===== config.mk =====
export PLATFORM = sky130hd
export DESIGN_NAME = keyed_sbox_rotate_byte_cipher_flat
export DESIGN_NICKNAME = d
export VERILOG_FILES = /design/src/rtl/core/kbc_pkg.sv /design/src/rtl/core/kbc_if.sv /design/src/rtl/core/kbc_xform.sv /design/src/rtl/core/kbc_skid.sv /design/src/rtl/core/keyed_sbox_rotate_byte_cipher.sv /design/src/flat_wrapper.sv
export SDC_FILE = /design/constraint.sdc
export NUM_CORES = 1
export LEC_CHECK = 0
export BUFFER_PORTS_ARGS = -buffer_cell sky130_fd_sc_hd__buf_2
export CAP_MARGIN = 20
export CORE_MARGIN = 3
export CORE_UTILIZATION = 50
export CTS_CLUSTER_DIAMETER = 120
export CTS_CLUSTER_SIZE = 28
export DETAILED_ROUTE_END_ITERATION = 10
export PLACE_DENSITY_LB_ADDON = 0.2
export REMOVE_ABC_BUFFERS = 1
export SLEW_MARGIN = 25
export SYNTH_ARGS = -nofsm -noshare
export SYNTH_HDL_FRONTEND = slang
export SYNTH_SLANG_ARGS = --single-unit

===== constraint.sdc =====
create_clock -name clk -period 7.49 [get_ports clk]
set_input_delay 1.1235 -clock clk [delete_from_list [all_inputs] [get_ports clk]]
set_output_delay 1.1235 -clock clk [all_outputs]
set_load 0.01 [all_outputs]

===== src/rtl/core/kbc_pkg.sv =====
package kbc_pkg;

	localparam int unsigned KeyWords = 4;

	// Configuration register map
	typedef enum logic [1:0] {
		REG_KEY_WORD0 = 2'd0,
		REG_KEY_WORD1 = 2'd1,
		REG_KEY_WORD2 = 2'd2,
		REG_KEY_WORD3 = 2'd3
	} kbc_reg_t;

	localparam logic [31:0] KEY_RESET0 = 32'h4B32_4452;
	localparam logic [31:0] KEY_RESET1 = 32'hEFBE_ADDE;
	localparam logic [31:0] KEY_RESET2 = 32'hBEBA_FECA;
	localparam logic [31:0] KEY_RESET3 = 32'h2620_0020;

	localparam logic [7:0] MASK_STEP  = 8'd37;
	localparam logic [2:0] PHASE_LAST = 3'd6;
	localparam logic [2:0] PHASE_INIT = 3'd1;
	localparam logic [2:0] PHASE_TOP  = 3'd7;

	localparam logic       ACT_ENCRYPT = 1'b0;
	localparam logic       ACT_DECRYPT = 1'b1;

	// Everything the datapath needs for one byte, captured at acceptance
	typedef struct packed {
		logic       action;
		logic [7:0] data_byte;
		logic       last_of_message;
		logic [7:0] key_byte;
		logic [7:0] mask;
		logic [2:0] phase;
	} kbc_work_t;

	typedef struct packed {
		logic [7:0] result_byte;
		logic       result_last;
	} kbc_res_t;

	localparam logic [7:0] FWD_BOX [256] = '{
		8'h63,8'h7C,8'h77,8'h7B,8'hF2,8'h6B,8'h6F,8'hC5,8'h30,8'h01,8'h67,8'h2B,8'hFE,8'hD7,8'hAB,8'h76,
		8'hCA,8'h82,8'hC9,8'h7D,8'hFA,8'h59,8'h47,8'hF0,8'hAD,8'hD4,8'hA2,8'hAF,8'h9C,8'hA4,8'h72,8'hC0,
		8'hB7,8'hFD,8'h93,8'h26,8'h36,8'h3F,8'hF7,8'hCC,8'h34,8'hA5,8'hE5,8'hF1,8'h71,8'hD8,8'h31,8'h15,
		8'h04,8'hC7,8'h23,8'hC3,8'h18,8'h96,8'h05,8'h9A,8'h07,8'h12,8'h80,8'hE2,8'hEB,8'h27,8'hB2,8'h75,
		8'h09,8'h83,8'h2C,8'h1A,8'h1B,8'h6E,8'h5A,8'hA0,8'h52,8'h3B,8'hD6,8'hB3,8'h29,8'hE3,8'h2F,8'h84,
		8'h53,8'hD1,8'h00,8'hED,8'h20,8'hFC,8'hB1,8'h5B,8'h6A,8'hCB,8'hBE,8'h39,8'h4A,8'h4C,8'h58,8'hCF,
		8'hD0,8'hEF,8'hAA,8'hFB,8'h43,8'h4D,8'h33,8'h85,8'h45,8'hF9,8'h02,8'h7F,8'h50,8'h3C,8'h9F,8'hA8,
		8'h51,8'hA3,8'h40,8'h8F,8'h92,8'h9D,8'h38,8'hF5,8'hBC,8'hB6,8'hDA,8'h21,8'h10,8'hFF,8'hF3,8'hD2,
		8'hCD,8'h0C,8'h13,8'hEC,8'h5F,8'h97,8'h44,8'h17,8'hC4,8'hA7,8'h7E,8'h3D,8'h64,8'h5D,8'h19,8'h73,
		8'h60,8'h81,8'h4F,8'hDC,8'h22,8'h2A,8'h90,8'h88,8'h46,8'hEE,8'hB8,8'h14,8'hDE,8'h5E,8'h0B,8'hDB,
		8'hE0,8'h32,8'h3A,8'h0A,8'h49,8'h06,8'h24,8'h5C,8'hC2,8'hD3,8'hAC,8'h62,8'h91,8'h95,8'hE4,8'h79,
		8'hE7,8'hC8,8'h37,8'h6D,8'h8D,8'hD5,8'h4E,8'hA9,8'h6C,8'h56,8'hF4,8'hEA,8'h65,8'h7A,8'hAE,8'h08,
		8'hBA,8'h78,8'h25,8'h2E,8'h1C,8'hA6,8'hB4,8'hC6,8'hE8,8'hDD,8'h74,8'h1F,8'h4B,8'hBD,8'h8B,8'h8A,
		8'h70,8'h3E,8'hB5,8'h66,8'h48,8'h03,8'hF6,8'h0E,8'h61,8'h35,8'h57,8'hB9,8'h86,8'hC1,8'h1D,8'h9E,
		8'hE1,8'hF8,8'h98,8'h11,8'h69,8'hD9,8'h8E,8'h94,8'h9B,8'h1E,8'h87,8'hE9,8'hCE,8'h55,8'h28,8'hDF,
		8'h8C,8'hA1,8'h89,8'h0D,8'hBF,8'hE6,8'h42,8'h68,8'h41,8'h99,8'h2D,8'h0F,8'hB0,8'h54,8'hBB,8'h16
	};

	localparam logic [7:0] INV_BOX [256] = '{
		8'h52,8'h09,8'h6A,8'hD5,8'h30,8'h36,8'hA5,8'h38,8'hBF,8'h40,8'hA3,8'h9E,8'h81,8'hF3,8'hD7,8'hFB,
		8'h7C,8'hE3,8'h39,8'h82,8'h9B,8'h2F,8'hFF,8'h87,8'h34,8'h8E,8'h43,8'h44,8'hC4,8'hDE,8'hE9,8'hCB,
		8'h54,8'h7B,8'h94,8'h32,8'hA6,8'hC2,8'h23,8'h3D,8'hEE,8'h4C,8'h95,8'h0B,8'h42,8'hFA,8'hC3,8'h4E,
		8'h08,8'h2E,8'hA1,8'h66,8'h28,8'hD9,8'h24,8'hB2,8'h76,8'h5B,8'hA2,8'h49,8'h6D,8'h8B,8'hD1,8'h25,
		8'h72,8'hF8,8'hF6,8'h64,8'h86,8'h68,8'h98,8'h16,8'hD4,8'hA4,8'h5C,8'hCC,8'h5D,8'h65,8'hB6,8'h92,
		8'h6C,8'h70,8'h48,8'h50,8'hFD,8'hED,8'hB9,8'hDA,8'h5E,8'h15,8'h46,8'h57,8'hA7,8'h8D,8'h9D,8'h84,
		8'h90,8'hD8,8'hAB,8'h00,8'h8C,8'hBC,8'hD3,8'h0A,8'hF7,8'hE4,8'h58,8'h05,8'hB8,8'hB3,8'h45,8'h06,
		8'hD0,8'h2C,8'h1E,8'h8F,8'hCA,8'h3F,8'h0F,8'h02,8'hC1,8'hAF,8'hBD,8'h03,8'h01,8'h13,8'h8A,8'h6B,
		8'h3A,8'h91,8'h11,8'h41,8'h4F,8'h67,8'hDC,8'hEA,8'h97,8'hF2,8'hCF,8'hCE,8'hF0,8'hB4,8'hE6,8'h73,
		8'h96,8'hAC,8'h74,8'h22,8'hE7,8'hAD,8'h35,8'h85,8'hE2,8'hF9,8'h37,8'hE8,8'h1C,8'h75,8'hDF,8'h6E,
		8'h47,8'hF1,8'h1A,8'h71,8'h1D,8'h29,8'hC5,8'h89,8'h6F,8'hB7,8'h62,8'h0E,8'hAA,8'h18,8'hBE,8'h1B,
		8'hFC,8'h56,8'h3E,8'h4B,8'hC6,8'hD2,8'h79,8'h20,8'h9A,8'hDB,8'hC0,8'hFE,8'h78,8'hCD,8'h5A,8'hF4,
		8'h1F,8'hDD,8'hA8,8'h33,8'h88,8'h07,8'hC7,8'h31,8'hB1,8'h12,8'h10,8'h59,8'h27,8'h80,8'hEC,8'h5F,
		8'h60,8'h51,8'h7F,8'hA9,8'h19,8'hB5,8'h4A,8'h0D,8'h2D,8'hE5,8'h7A,8'h9F,8'h93,8'hC9,8'h9C,8'hEF,
		8'hA0,8'hE0,8'h3B,8'h4D,8'hAE,8'h2A,8'hF5,8'hB0,8'hC8,8'hEB,8'hBB,8'h3C,8'h83,8'h53,8'h99,8'h61,
		8'h17,8'h2B,8'h04,8'h7E,8'hBA,8'h77,8'hD6,8'h26,8'hE1,8'h69,8'h14,8'h63,8'h55,8'h21,8'h0C,8'h7D
	};

endpackage


===== src/rtl/core/kbc_if.sv =====
interface kbc_in_if;
	logic       valid;
	logic       ready;
	logic       action;
	logic [7:0] data_byte;
	logic       last_of_message;

	modport source (output valid, action, data_byte, last_of_message, input ready);
	modport sink   (input valid, action, data_byte, last_of_message, output ready);
endinterface

interface kbc_out_if;
	logic       valid;
	logic       ready;
	logic [7:0] result_byte;
	logic       result_last;

	modport source (output valid, result_byte, result_last, input ready);
	modport sink   (input valid, result_byte, result_last, output ready);
endinterface

interface kbc_cfg_if;
	logic        valid;
	logic        ready;
	logic [1:0]  index;
	logic [31:0] data;

	modport source (output valid, index, data, input ready);
	modport sink   (input valid, index, data, output ready);
endinterface


===== src/rtl/core/kbc_xform.sv =====
module kbc_xform
	import kbc_pkg::*;
(
	input  kbc_work_t work,
	output kbc_res_t  res
);

	logic [2:0]  amount;
	logic [7:0]  enc_sub;
	logic [15:0] enc_dbl;
	logic [7:0]  dec_unmask;
	logic [15:0] dec_dbl;
	logic [7:0]  dec_rot;

	// phase 7 never occurs; clamp keeps the rotate well defined
	assign amount = (work.phase == PHASE_TOP) ? PHASE_TOP : work.phase + 3'd1;

	// encrypt: key xor, S-box, rotate left, mask
	assign enc_sub = FWD_BOX[work.data_byte ^ work.key_byte];
	assign enc_dbl = {enc_sub, enc_sub} << amount;

	// decrypt: unmask, rotate right, inverse S-box, key xor
	assign dec_unmask = work.data_byte ^ work.mask;
	assign dec_dbl    = {dec_unmask, dec_unmask} >> amount;
	assign dec_rot    = dec_dbl[7:0];

	always_comb begin
		res.result_last = work.last_of_message;
		unique case (work.action)
			ACT_ENCRYPT: res.result_byte = enc_dbl[15:8] ^ work.mask;
			ACT_DECRYPT: res.result_byte = INV_BOX[dec_rot] ^ work.key_byte;
			default:     res.result_byte = '0;
		endcase
	end

endmodule


===== src/rtl/core/kbc_skid.sv =====
module kbc_skid
	import kbc_pkg::*;
(
	input  logic       clk,
	input  logic       arst_n,
	input  logic       in_valid,
	output logic       in_ready,
	input  kbc_res_t   in_res,
	kbc_out_if.source  dout
);

	logic     out_vld_q;
	logic     skid_vld_q;
	kbc_res_t out_q;
	kbc_res_t skid_q;
	logic     take;
	logic     fire;

	assign in_ready = !skid_vld_q;
	assign take     = in_valid && in_ready;
	assign fire     = out_vld_q && dout.ready;

	always_ff @(posedge clk or negedge arst_n) begin
		if (!arst_n) begin
			out_vld_q  <= 1'b0;
			skid_vld_q <= 1'b0;
		end else begin
			if (fire) begin
				if (skid_vld_q) begin
					skid_vld_q <= 1'b0;
				end else begin
					out_vld_q <= take;
				end
			end else if (take) begin
				if (out_vld_q) begin
					skid_vld_q <= 1'b1;
				end else begin
					out_vld_q <= 1'b1;
				end
			end
		end
	end

	always_ff @(posedge clk) begin
		if (fire) begin
			if (skid_vld_q) begin
				out_q <= skid_q;
			end else if (take) begin
				out_q <= in_res;
			end
		end else if (take) begin
			if (out_vld_q) begin
				skid_q <= in_res;
			end else begin
				out_q <= in_res;
			end
		end
	end

	assign dout.valid       = out_vld_q;
	assign dout.result_byte = out_q.result_byte;
	assign dout.result_last = out_q.result_last;

endmodule


===== src/rtl/core/keyed_sbox_rotate_byte_cipher.sv =====
// Keyed S-box / rotate byte cipher: one byte out for every byte in.
// din  : request carries action (0 encrypt, 1 decrypt), data_byte and
//        last_of_message; taken when valid and ready are both high.
// dout : request carries result_byte and result_last (copy of the flag).
// cfg  : key register writes, index 0..3 selects key word 0..3 (byte 0 of
//        each word in bits 7:0). Always ready; write only when idle.
// Path: a byte taken on din goes into the input register, then through
//        the cipher logic into the result register (or the skid entry
//        while dout is held off), and is offered on dout from there.
// Throughput: one byte per cycle unless dout holds off, set by the S-box
//        lookup, rotate and XOR logic between the two registers.
// Position state (byte index, rotate phase, running mask) steps on every
// accepted byte and restarts after a byte flagged last.
// Reset: key returns to the built-in default, position restarts at zero,
//        all pipeline and output valids clear.
// Stall: input register, result register and a one-entry skid hold three
//        bytes; din keeps taking bytes until the skid entry and the input
//        register are both occupied, so nothing is lost or repeated while
//        dout is held off.
module keyed_sbox_rotate_byte_cipher
	import kbc_pkg::*;
(
	input  logic      clk,
	input  logic      arst_n,
	kbc_in_if.sink    din,
	kbc_out_if.source dout,
	kbc_cfg_if.sink   cfg
);

	// key store and position state
	logic [31:0] key_q [KeyWords];
	logic [7:0]  pos_q;
	logic [2:0]  phase_q;
	logic [7:0]  mask_q;

	// input register
	logic      vld_s1;
	kbc_work_t work_s1;

	logic        accept;
	logic        s1_ready;
	logic        skid_ready;
	logic [31:0] key_word;
	logic [31:0] key_shift;
	kbc_res_t    res;

	assign cfg.ready = 1'b1;

	always_ff @(posedge clk or negedge arst_n) begin
		if (!arst_n) begin
			key_q[0] <= KEY_RESET0;
			key_q[1] <= KEY_RESET1;
			key_q[2] <= KEY_RESET2;
			key_q[3] <= KEY_RESET3;
		end else if (cfg.valid) begin
			unique case (kbc_reg_t'(cfg.index))
				REG_KEY_WORD0: key_q[0] <= cfg.data;
				REG_KEY_WORD1: key_q[1] <= cfg.data;
				REG_KEY_WORD2: key_q[2] <= cfg.data;
				REG_KEY_WORD3: key_q[3] <= cfg.data;
				default: ;
			endcase
		end
	end

	// key byte i mod 16: word by bits 3:2, byte lane by bits 1:0
	assign key_word  = key_q[pos_q[3:2]];
	assign key_shift = key_word >> {pos_q[1:0], 3'b000};

	assign s1_ready  = !vld_s1 || skid_ready;
	assign din.ready = s1_ready;
	assign accept    = din.valid && s1_ready;

	always_ff @(posedge clk or negedge arst_n) begin
		if (!arst_n) begin
			pos_q   <= '0;
			phase_q <= PHASE_INIT;
			mask_q  <= '0;
			vld_s1  <= 1'b0;
		end else begin
			if (accept) begin
				vld_s1 <= 1'b1;
				if (din.last_of_message) begin
					pos_q   <= '0;
					phase_q <= PHASE_INIT;
					mask_q  <= '0;
				end else begin
					pos_q   <= pos_q + 8'd1;
					phase_q <= (phase_q >= PHASE_LAST) ? 3'd0 : phase_q + 3'd1;
					mask_q  <= mask_q + MASK_STEP;
				end
			end else if (skid_ready) begin
				vld_s1 <= 1'b0;
			end
		end
	end

	always_ff @(posedge clk) begin
		if (accept) begin
			work_s1.action          <= din.action;
			work_s1.data_byte       <= din.data_byte;
			work_s1.last_of_message <= din.last_of_message;
			work_s1.key_byte        <= key_shift[7:0];
			work_s1.mask            <= mask_q;
			work_s1.phase           <= phase_q;
		end
	end

	kbc_xform u_xform (
		.work (work_s1),
		.res  (res)
	);

	kbc_skid u_skid (
		.clk      (clk),
		.arst_n   (arst_n),
		.in_valid (vld_s1),
		.in_ready (skid_ready),
		.in_res   (res),
		.dout     (dout)
	);

endmodule


===== src/flat_wrapper.sv =====
// flat-port wrapper written by rule: the top's interface ports become plain ports
module keyed_sbox_rotate_byte_cipher_flat import kbc_pkg::*;
  (clk, arst_n, din_valid, din_action, din_data_byte, din_last_of_message, din_ready, dout_valid, dout_result_byte, dout_result_last, dout_ready, cfg_valid, cfg_index, cfg_data, cfg_ready);
  kbc_in_if din_i ();
  kbc_out_if dout_i ();
  kbc_cfg_if cfg_i ();
  input  logic clk;
  input  logic arst_n;
  input wire logic [$bits(din_i.valid)-1:0] din_valid;
  input wire logic [$bits(din_i.action)-1:0] din_action;
  input wire logic [$bits(din_i.data_byte)-1:0] din_data_byte;
  input wire logic [$bits(din_i.last_of_message)-1:0] din_last_of_message;
  output wire logic [$bits(din_i.ready)-1:0] din_ready;
  output wire logic [$bits(dout_i.valid)-1:0] dout_valid;
  output wire logic [$bits(dout_i.result_byte)-1:0] dout_result_byte;
  output wire logic [$bits(dout_i.result_last)-1:0] dout_result_last;
  input wire logic [$bits(dout_i.ready)-1:0] dout_ready;
  input wire logic [$bits(cfg_i.valid)-1:0] cfg_valid;
  input wire logic [$bits(cfg_i.index)-1:0] cfg_index;
  input wire logic [$bits(cfg_i.data)-1:0] cfg_data;
  output wire logic [$bits(cfg_i.ready)-1:0] cfg_ready;
  assign din_i.valid = din_valid;
  assign din_i.action = din_action;
  assign din_i.data_byte = din_data_byte;
  assign din_i.last_of_message = din_last_of_message;
  assign din_ready = din_i.ready;
  assign dout_valid = dout_i.valid;
  assign dout_result_byte = dout_i.result_byte;
  assign dout_result_last = dout_i.result_last;
  assign dout_i.ready = dout_ready;
  assign cfg_i.valid = cfg_valid;
  assign cfg_i.index = cfg_index;
  assign cfg_i.data = cfg_data;
  assign cfg_ready = cfg_i.ready;
  keyed_sbox_rotate_byte_cipher u_core (.clk(clk), .arst_n(arst_n), .din(din_i), .dout(dout_i), .cfg(cfg_i));
endmodule

Word-level counts from Yosys, hierarchy flattened
Memories as Yosys holds them, arrays and structs flattened.
Cells that the tools add are included.
- input port bits: 49
- bits in read-only memories: 4096
- output and inout port bits: 12
- word-level logic and storage cells: 93
- memories: 2
- register bits after elaboration: 197
- muxes and demuxes: 26
- reduce and logical (&&, ||, !) cells: 18
- equal/unequal tests: 7
- shifts and indexed selects: 3
- $lt $le $gt $ge: 4
- add/sub/neg operators: 4
- bitwise operators: 9
- memory list (name ; words ; bits a word ; rd ports ; clocked after memory_dff ; wr ports ; RTL line ; text):
    (name not given) ; 256 ; 8 ; 1 ; 0 ; 0 ; kbc_xform.sv:31 ; ACT_DECRYPT: res.result_byte = INV_BOX[dec_rot] ^ work.key_byte;
    (name not given) ; 256 ; 8 ; 1 ; 0 ; 0 ; kbc_xform.sv:19 ; assign enc_sub = FWD_BOX[work.data_byte ^ work.key_byte];
- operators by type and width (operator ; count):
    32-bit binary-select mux with 2-bit select ; 1
    32-bit two-way mux ; 2
    8-bit two-way mux ; 6
    9-bit two-way mux ; 5
    32-bit by 5-bit >> shifter with 8-bit output ; 1
    8-bit XOR ; 4
    9-bit >= comparator, second input constant ; 2
    8-bit inverter with 9-bit output ; 2
    8-bit one-hot mux with 2 select lines ; 1
    16-bit by 3-bit << shifter with 16-bit output ; 1
    16-bit by 3-bit >> shifter with 8-bit output ; 1
    2-bit AND reduction ; 6
    3-bit two-way mux ; 3
    8-bit by 1-bit adder with 8-bit output, second input constant ; 1
    8-bit by 6-bit adder with 8-bit output, second input constant ; 1
    1-bit two-way mux ; 8
    3-bit by 1-bit adder with 3-bit output, second input constant ; 2
    3-bit >= comparator, second input constant ; 2
    3-bit AND reduction ; 2
    2-bit nonzero test ; 3
    2-bit equality test, second input constant ; 2
    2-bit by 1-bit != test with 1-bit output, second input constant ; 2
    3-bit equality test, second input constant ; 1
    1-bit logical AND ; 3
    7 further kinds ; 9

Longest topological paths before layout
Gate-level depths: netlist of the first run.
- depth in word-level cells: 12
- gate-level depth with buffers: 20
- mapped depth without buffers: 17

By module
A second synthesis of the first run with hierarchy kept.
- cell total of the unflattened synthesis: 1740
- area total of the unflattened synthesis: 16518.3 µm²
- by module, submodules not included (module ; area an instance (µm²) ; sequential area each (µm²) ; instances ; cells each):
    kbc_xform ; 8187.9 ; 0.0 ; 1 ; 1239
    keyed_sbox_rotate_byte_cipher ; 7562.3 ; 4554.4 ; 1 ; 462
    kbc_skid ; 768.2 ; 590.6 ; 1 ; 39

Worst setup path before layout of the first run
Ideal clock, no wire load.
- path kind: register -> register
- from: register u_core.work_s1[0] (netlist name)
- to: register u_core.u_skid.out_q, in the netlist u_core.u_skid.dout.result_byte[5], data pin
- setup time: 0.260 ns
- buffers on the path: 5
- required time: 7.230 ns
- setup slack: 3.120 ns
- stages on the path, launching flop included: 20
- data arrival time: 4.110 ns
- clock period less this slack: 4.370 ns
- cells stage by stage: edfxtp_1 ha_1 buf_4 nor2_1 buf_6 a211oi_1 o21ai_2 nand3_4 buf_2 buf_2 buf_2 ha_1 nor4_1 a311oi_1 a41o_1 nor4_1 a31oi_1 a311oi_1 nor4_2 mux2_2
- RTL lines (what ; RTL line ; text):
    start, declared ; keyed_sbox_rotate_byte_cipher.sv:38 ; kbc_work_t work_s1;
    end signal, assigned ; kbc_skid.sv:47 ; out_q <= skid_q;
    end signal, assigned ; kbc_skid.sv:49 ; out_q <= in_res;
    end signal, assigned ; kbc_skid.sv:55 ; out_q <= in_res;
    end, declared ; kbc_skid.sv:14 ; kbc_res_t out_q;

Final worst setup path of the first run
- from: register u_core.work_s1[0] (netlist name)
- to: register u_core.u_skid.out_q, in the netlist u_core.u_skid.dout.result_byte[4], data pin
- word-level cells in the longest chain between the ends: 12
- elaborated cells on any way between the ends: 17
- classes of those cells: 1 x add/sub; 1 x eq/ne; 2 x shift; 9 x mux; 3 x bitwise; 1 x memory
- ends and longest elaborated chain (what ; RTL line ; text):
    3-bit by 1-bit adder with 3-bit output / 3-bit equality test (equally long branches) ; kbc_xform.sv:16 ; assign amount = (work.phase == PHASE_TOP) ? PHASE_TOP : work.phase + 3'd1;
    3-bit two-way mux (*) ; kbc_xform.sv:16 ;
    16-bit by 3-bit >> shifter with 8-bit output ; kbc_xform.sv:24 ; assign dec_dbl = {dec_unmask, dec_unmask} >> amount;
    8-bit inverter with 9-bit output (not written as such) ; kbc_xform.sv:31 ;
    memory 256 x 8 bit ; -- ;
    8-bit two-way mux (not written as such) (2 in series) ; kbc_xform.sv:31 ;
    8-bit XOR ; kbc_xform.sv:31 ;
    8-bit one-hot mux with 2 select lines (*) ; kbc_xform.sv:29 ; unique case (work.action)
    9-bit two-way mux (on tied branches) ; kbc_skid.sv:52, kbc_skid.sv:48 ;
    9-bit two-way mux (on tied branches) ; kbc_skid.sv:51, kbc_skid.sv:46 ;
    9-bit two-way mux (*) ; kbc_skid.sv:45 ; if (fire) begin
Every way passes the cells marked *; elsewhere a longest branch is shown, timed or not. The select of a mux whose other input is x is not followed.
A chain may end at the register's enable or synchronous reset.

==> results.md, run 1 <==
## Min path
* **Worst Hold End** u_core.u_skid.skid_q[0]$_DFFE_PP_
* **startpoint of the worst hold path** u_core.work_s1[19]$_DFFE_PP_
* **number of stages on the worst hold path** 0
* **worst hold path class** flop to flop

## Place
* **placer congestion estimate** 1.08
* **number of cells after detailed placement** 2253
* **Post-Place Cell Area** 17900 µm²
* **sum of net half-perimeters after detailed placement** 46.1 mm
* **count of input and output buffers** 59

## Layout
* **total number of nets in the final design** 1910
* **summed area of non-filler cells in the final layout** 18600 µm²
* **Fillers** 3051
* **non-filler cells, final** 2287
* **leading cell type in the layout, fill and taps excluded** sky130_fd_sc_hd__nand2_1
* **fraction of layout instances using a drive strength above 1** 25.8%
* **highest-count cells in the layout ignoring fill and taps** 168 x sky130_fd_sc_hd__nand2_1, 134 x sky130_fd_sc_hd__mux2_2, 124 x sky130_fd_sc_hd__nor2_1
* **area added between synthesis and finish** 7.74%

## Die
* **number of placed I/O pins** 61
* **die width** 192 µm
* **vertical die dimension** 192 µm
* **die area** 36700 µm²
* **Initial Utilization** 51.1%
* **Std-Cell Rows** 67
* **area of the placeable core** 33700 µm²

## Yosys
* **xor and xnor area share after synthesis** 2.98%
* **flip-flop and latch count after synthesis** 193
* **post-synthesis adder-cell area fraction** 2.73%
* **distinct cell type count of the synthesized netlist** 102
* **async set-reset flop share out of synthesis** 75.6%
* **Cells after Synth** 1858
* **dominant combinational cell family by area after synthesis** compound AO/OA/AOI/OAI gates
* **fraction of the mapped netlist area in compound gates** 25.0%
* **number of flops mapped to enable cells by yosys** 47
* **post-synthesis share of cell area spent on and, or, nand and nor gates** 14.6%
* **number of warnings printed during yosys synthesis** 0
* **mean area per synthesized cell** 9.27 µm²
* **share of synthesized area spent on multiplexers** 19.2%
* **Netlist Area Pre-Place** 17200 µm²
* **share of the yosys chip area belonging to registers** 29.9%
* **prevailing post-synth register cell** sky130_fd_sc_hd__dfrtp_1

## CTS
* **clock transition at the registers of the reported paths** 70 ps
* **TritonCTS clock tree** yes
* **cell at the root of the clock tree** sky130_fd_sc_hd__clkbuf_16
* **H-tree levels** 4
* **source-to-sink clock delay at the later pin of the worst-skew pair** 430 ps
* **Resized cells post-CTS** 0
* **number of clock buffers inserted by TritonCTS** 17
* **deepest clock path buffer count** 2
* **clock tree sinks** 193
* **cts hold-fix bufs** 0
* **total setup buffers inserted after CTS** 0

## Drt
* **post-detailed-route via-to-cell ratio** 7.53
* **initial DRC count** 2888
* **average wire length per cell after detail routing** 29.2 µm
* **final routed DRC violation total** 0
* **Post-Route WL** 66.8 mm
* **TritonRoute pass-1 iters** 7
* **post-route antenna net violation count** 0
* **routed vias** 17200

## Status
* **status** complete, no violations

## STA
* **minimum period implied by the final worst setup slack** 6570 ps
* **tightest slew margin relative to the limit** 24.5%
* **RSZ-0062 raised after global routing** false
* **final worst clock skew** 6.90 ps
* **Worst Max-Slew Pin Slew** 1130 ps
* **setup tns final** 0 ps
* **maximum achievable frequency** 152 MHz
* **final hold violation count** 0
* **final worst path period share** 87.7%
* **final count of pins violating max slew** 0
* **Setup violations, final** 0

## Setup path
* **CP arrival** 6810 ps
* **launch instance of the worst register-to-register path** u_core.work_s1[0]$_DFFE_PP_
* **Crit Path Class** flop to flop
* **Setup crit end kind** flop
* **sort of element at the start of the critical path** flop
* **Reg2Reg Capture Point** u_core.u_skid.dout.result_byte[4]$_DFFE_PP_
* **Max FO, Critical Path** 23
* **Register-to-Register Setup Slack** 920 ps
* **number of cells on the worst reg-to-reg path** 16
* **Required @ worst endpoint** 7730 ps

## Flow run
* **total of max-cap violations** 0

## Global routing
* **largest net degree at the start of global routing** 79
* **GRT Overall Usage** 36.0%
* **vias in the first global route** 16400
* **wire length of the first global-routing pass** 102 mm
* **total gr overflow** 0
* **initial antenna violation count** 2

## worst max-delay path by stage
| stage | endpoint | startpoint | cells after the start |
|---|---|---|---|
| 2_1_floorplan | u_core.u_skid.dout.result_byte[6]$_DFFE_PP_ | u_core.work_s1[0]$_DFFE_PP_ | 12 |
| 3_3_place_gp | u_core.u_skid.dout.result_byte[6]$_DFFE_PP_ | u_core.work_s1[0]$_DFFE_PP_ | 16 |
| 3_5_place_dp | u_core.u_skid.dout.result_byte[6]$_DFFE_PP_ | u_core.work_s1[0]$_DFFE_PP_ | 16 |
| 4_1_cts | u_core.u_skid.dout.result_byte[6]$_DFFE_PP_ | u_core.work_s1[0]$_DFFE_PP_ | 16 |
| 5_1_grt | u_core.u_skid.dout.result_byte[6]$_DFFE_PP_ | u_core.work_s1[0]$_DFFE_PP_ | 16 |
| 6_report | u_core.u_skid.dout.result_byte[4]$_DFFE_PP_ | u_core.work_s1[0]$_DFFE_PP_ | 16 |
## cells in the mapped netlist (all sizes together) (14+ instances only)
master	instances	area share, %
o221ai	17	0.86
nand2	169	3.7
mux2i	40	2.4
o22ai	23	0.92
a21oi	120	3.6
o21ai	109	3.2
a31oi	35	1.3
xnor2	24	1.7
nor2	128	2.9
o211ai	33	1.4
edfxtp	47	8.2
clkbuf	88	1.9
a221oi	19	0.97
inv	21	0.46
buf	90	3.1
mux4	61	8.0
and3	16	0.58
nand3	57	1.7
o31ai	17	0.74
o311ai	14	0.71
a311oi	25	1.3
mux2	134	8.8
nor3	78	2.3
dfstp	64	9.8
o2111ai	17	0.86
xor2	23	1.3
nor4	27	1.0
ha	36	2.6
dfrtp	82	12
a211oi	34	1.5
## per-layer routing
layer,wire (µm),GRT usage (%),vias up
met5,13,0,-
met4,4270,18.3,2
met3,8540,10.3,339
met2,28700,54.2,1420
met1,25200,47.6,8207
li1,-,-,7244
## stage by stage
stage,setup WS (ps),hold WS (ps),utilization [%]
5_1_grt,728,494,55.0
4_1_cts,1170,474,55.0
6_report,923,472,55.0
3_3_place_gp,1250,454,53.0
2_1_floorplan,1310,426,-
3_5_place_dp,1190,462,53.0
## sequential cells by signal (all words and copies together) (netlist names)
signal and cells:
u_core.key_q 128, u_core.mask_q 8, u_core.phase_q 3, u_core.pos_q 4
u_core.u_skid.dout.result_byte 8, u_core.u_skid.dout.result_last 1, u_core.u_skid.dout.valid 1, u_core.u_skid.skid_q 9
u_core.u_skid.skid_vld_q 1, u_core.vld_s1 1, u_core.work_s1 29
## area by class of cell
class                      count  area, µm²  share of cell area, %
antenna                        1       2.50                 0.0135
clock buffer                  21        472                   2.54
clock inverter                11        194                   1.05
inverter                      24       90.1                  0.486
multi-input combinational   1463      11200                   60.6
sequential                   193       5150                   27.7
tap                          448        561                   3.02
timing repair buffer         126        840                   4.53
## logic make-up after synthesis
logic type / Yosys count
muxes: 235
buffers and inverters: 202
xor gates and xnor gates: 47
other: 1
AOI/OAI and AO/OA: 608
and+or+nand+nor: 534
DFF: 193
adders and majority gates: 38
## worst max-delay path: stages (launching register included)
cell and delay, ps:
sky130_fd_sc_hd__edfxtp_1 470, sky130_fd_sc_hd__ha_1 620, sky130_fd_sc_hd__a21o_1 730, sky130_fd_sc_hd__buf_4 320, sky130_fd_sc_hd__mux2i_1 130, sky130_fd_sc_hd__a221o_2 590, sky130_fd_sc_hd__inv_1 520, sky130_fd_sc_hd__ha_1 720
sky130_fd_sc_hd__inv_1 290, sky130_fd_sc_hd__nand3_1 240, sky130_fd_sc_hd__a21oi_1 110, sky130_fd_sc_hd__a211oi_1 340, sky130_fd_sc_hd__a211oi_1 100, sky130_fd_sc_hd__nor3_1 530, sky130_fd_sc_hd__nor3_1 150, sky130_fd_sc_hd__xor2_1 200
sky130_fd_sc_hd__o31ai_1 280
Power of run 1 is not shown: default switching activity piles up to over one toggle a cycle in this logic, so the estimate is an artifact.
==> inputs of run 2 (changes only) <==
--- a/config.mk
+++ b/config.mk
@@ -5,10 +5,13 @@
 export SDC_FILE = /design/constraint.sdc
 export NUM_CORES = 1
 export LEC_CHECK = 0
+export ABC_CLOCK_PERIOD_IN_PS = 7490
 export BUFFER_PORTS_ARGS = -buffer_cell sky130_fd_sc_hd__buf_2
 export CAP_MARGIN = 20
+export CELL_PAD_IN_SITES_DETAIL_PLACEMENT = 1
+export CELL_PAD_IN_SITES_GLOBAL_PLACEMENT = 2
 export CORE_MARGIN = 3
-export CORE_UTILIZATION = 50
+export CORE_UTILIZATION = 44
 export CTS_CLUSTER_DIAMETER = 120
 export CTS_CLUSTER_SIZE = 28
 export DETAILED_ROUTE_END_ITERATION = 10
==> results.md, run 2 (synthesis gave the netlist of run 1 again) <==
## Status
* **status** complete, no violations

## STA
* **Worst Max-Slew Pin Slew** 1130 ps
* **tightest slew margin relative to the limit** 24.4%
* **minimum period implied by the final worst setup slack** 6490 ps
* **final worst path period share** 86.6%
* **maximum achievable frequency** 154 MHz
* **final hold violation count** 0
* **final worst clock skew** 12.1 ps
* **RSZ-0062 raised after global routing** false
* **final count of pins violating max slew** 0
* **Setup violations, final** 0
* **setup tns final** 0 ps

## Setup path
* **cells along the critical path** ha_1, a21o_1, buf_4, mux2i_1, a221o_2, inv_1, ha_1, inv_1, a21oi_1, nand2_1, o211ai_1, a221oi_1, a211oi_1, xnor2_1, a221o_1, o31ai_1
* **highest-delay cell along the critical path** sky130_fd_sc_hd__ha_1
* **Crit Path Class** flop to flop
* **Register-to-Register Setup Slack** 1000 ps
* **Setup crit end kind** flop
* **number of buffers and inverters on the critical path** 3
* **Max FO, Critical Path** 23
* **CP arrival** 6760 ps
* **Required @ worst endpoint** 7760 ps
* **sort of element at the start of the critical path** flop
* **launch instance of the worst register-to-register path** u_core.work_s1[0]$_DFFE_PP_
* **worst stage delay on the critical path** 800 ps
* **crit-path leading delay family** compound AO/OA/AOI/OAI gates
* **number of cells on the worst reg-to-reg path** 16
* **Reg2Reg Capture Point** u_core.u_skid.dout.result_byte[0]$_DFFE_PP_

## CTS
* **source-to-sink clock delay at the later pin of the worst-skew pair** 440 ps
* **H-tree levels** 4
* **deepest clock path buffer count** 2
* **clock tree sinks** 193
* **number of clock buffers inserted by TritonCTS** 17
* **cell at the root of the clock tree** sky130_fd_sc_hd__clkbuf_16
* **TritonCTS clock tree** yes
* **clock transition at the registers of the reported paths** 70 ps
* **Resized cells post-CTS** 0
* **total setup buffers inserted after CTS** 0
* **cts hold-fix bufs** 0

## Layout
* **Fillers** 4315
* **total number of nets in the final design** 1915
* **most flop-heavy register** u_core.key_q
* **area added between synthesis and finish** 7.78%
* **leading cell type in the layout, fill and taps excluded** sky130_fd_sc_hd__nand2_1
* **Seq. cell area** 5150 µm²
* **Multi-input gate area** 11200 µm²
* **fraction of layout instances using a drive strength above 1** 25.9%
* **highest-count cells in the layout ignoring fill and taps** 168 x sky130_fd_sc_hd__nand2_1, 134 x sky130_fd_sc_hd__mux2_2, 124 x sky130_fd_sc_hd__nor2_1
* **largest registers** u_core.key_q x128, u_core.work_s1 x29, u_core.u_skid.skid_q x9
* **Finished Core Util** 48.7%
* **flip-flop count of the largest register after layout** 128

## Global routing
* **GR Layer Usage met1** 47.6%
* **most crowded layer after global routing** met2
* **GR Util met2** 54.2%
* **total gr overflow** 0
* **vias in the first global route** 17600
* **GRT Overall Usage** 35.3%
* **largest net degree at the start of global routing** 80
* **initial antenna violation count** 3
* **grt met3 use** 7.74%
* **wire length of the first global-routing pass** 113 mm

## Drt
* **routed vias** 17400
* **post-detailed-route via-to-cell ratio** 7.38
* **TritonRoute pass-1 iters** 5
* **initial DRC count** 2326
* **post-route antenna net violation count** 0
* **average wire length per cell after detail routing** 31.6 µm
* **Post-Route WL** 74.6 mm
* **final routed DRC violation total** 0

## Die
* **die area** 41500 µm²
* **area of the placeable core** 38100 µm²
* **Initial Utilization** 45.2%
* **die width** 204 µm
* **vertical die dimension** 204 µm
* **number of placed I/O pins** 61
* **Std-Cell Rows** 71

## Place
* **placer congestion estimate** 1.13
* **count of input and output buffers** 59
* **sum of net half-perimeters after detailed placement** 52.0 mm

## Min path
* **worst hold path class** flop to flop
* **startpoint of the worst hold path** u_core.work_s1[19]$_DFFE_PP_
* **number of stages on the worst hold path** 0
* **Worst Hold End** u_core.u_skid.skid_q[0]$_DFFE_PP_

## Flow run
* **total of max-cap violations** 0

-- run 2: per-layer routing --
layer  share of wire, %  wire length (µm)
met1                 40             29500
met2                 44             32700
met3                 11              7980
met4                5.9              4370
met5              0.015                11
-- run 2: how the worst max path moves through the flow --
| stage | endpoint | cells after the start | startpoint | slack (ps) |
|---|---|---|---|---|
| global route | u_core.u_skid.dout.result_byte[0]$_DFFE_PP_ | 16 | u_core.work_s1[0]$_DFFE_PP_ | 650 |
| floorplan | u_core.u_skid.dout.result_byte[6]$_DFFE_PP_ | 12 | u_core.work_s1[0]$_DFFE_PP_ | 1310 |
| finish | u_core.u_skid.dout.result_byte[0]$_DFFE_PP_ | 16 | u_core.work_s1[0]$_DFFE_PP_ | 1000 |
| detailed placement | u_core.u_skid.dout.result_byte[6]$_DFFE_PP_ | 16 | u_core.work_s1[0]$_DFFE_PP_ | 1280 |
| global placement | u_core.u_skid.dout.result_byte[0]$_DFFE_PP_ | 16 | u_core.work_s1[0]$_DFFE_PP_ | 1430 |
| CTS | u_core.u_skid.dout.result_byte[6]$_DFFE_PP_ | 16 | u_core.work_s1[0]$_DFFE_PP_ | 1290 |
-- run 2: layout make-up --
cell class	count	area share, %
Clock buffer	19	2.33
Tap cell	511	3.45
Antenna cell	2	0.0270
Multi-Input combinational cell	1463	60.5
Clock inverter	13	0.829
Inverter	24	0.485
Sequential cell	193	27.7
Timing Repair Buffer	131	4.61
-- run 2: per-stage QoR --
| stage | hold slack [ps] | setup WS (ps) | instance area (µm²) | std cells |
|---|---|---|---|---|
| 6_report | 473 | 1000 | 18600 | 2356 |
| 5_1_grt | 507 | 654 | 18600 | 2354 |
| 4_1_cts | 484 | 1290 | 18500 | 2353 |
| 3_5_place_dp | 466 | 1280 | 18000 | 2321 |
| 3_3_place_gp | 461 | 1430 | 17900 | 2321 |
| 2_1_floorplan | 426 | 1310 | 16400 | 1680 |
Power of run 2 is left out for the same reason.
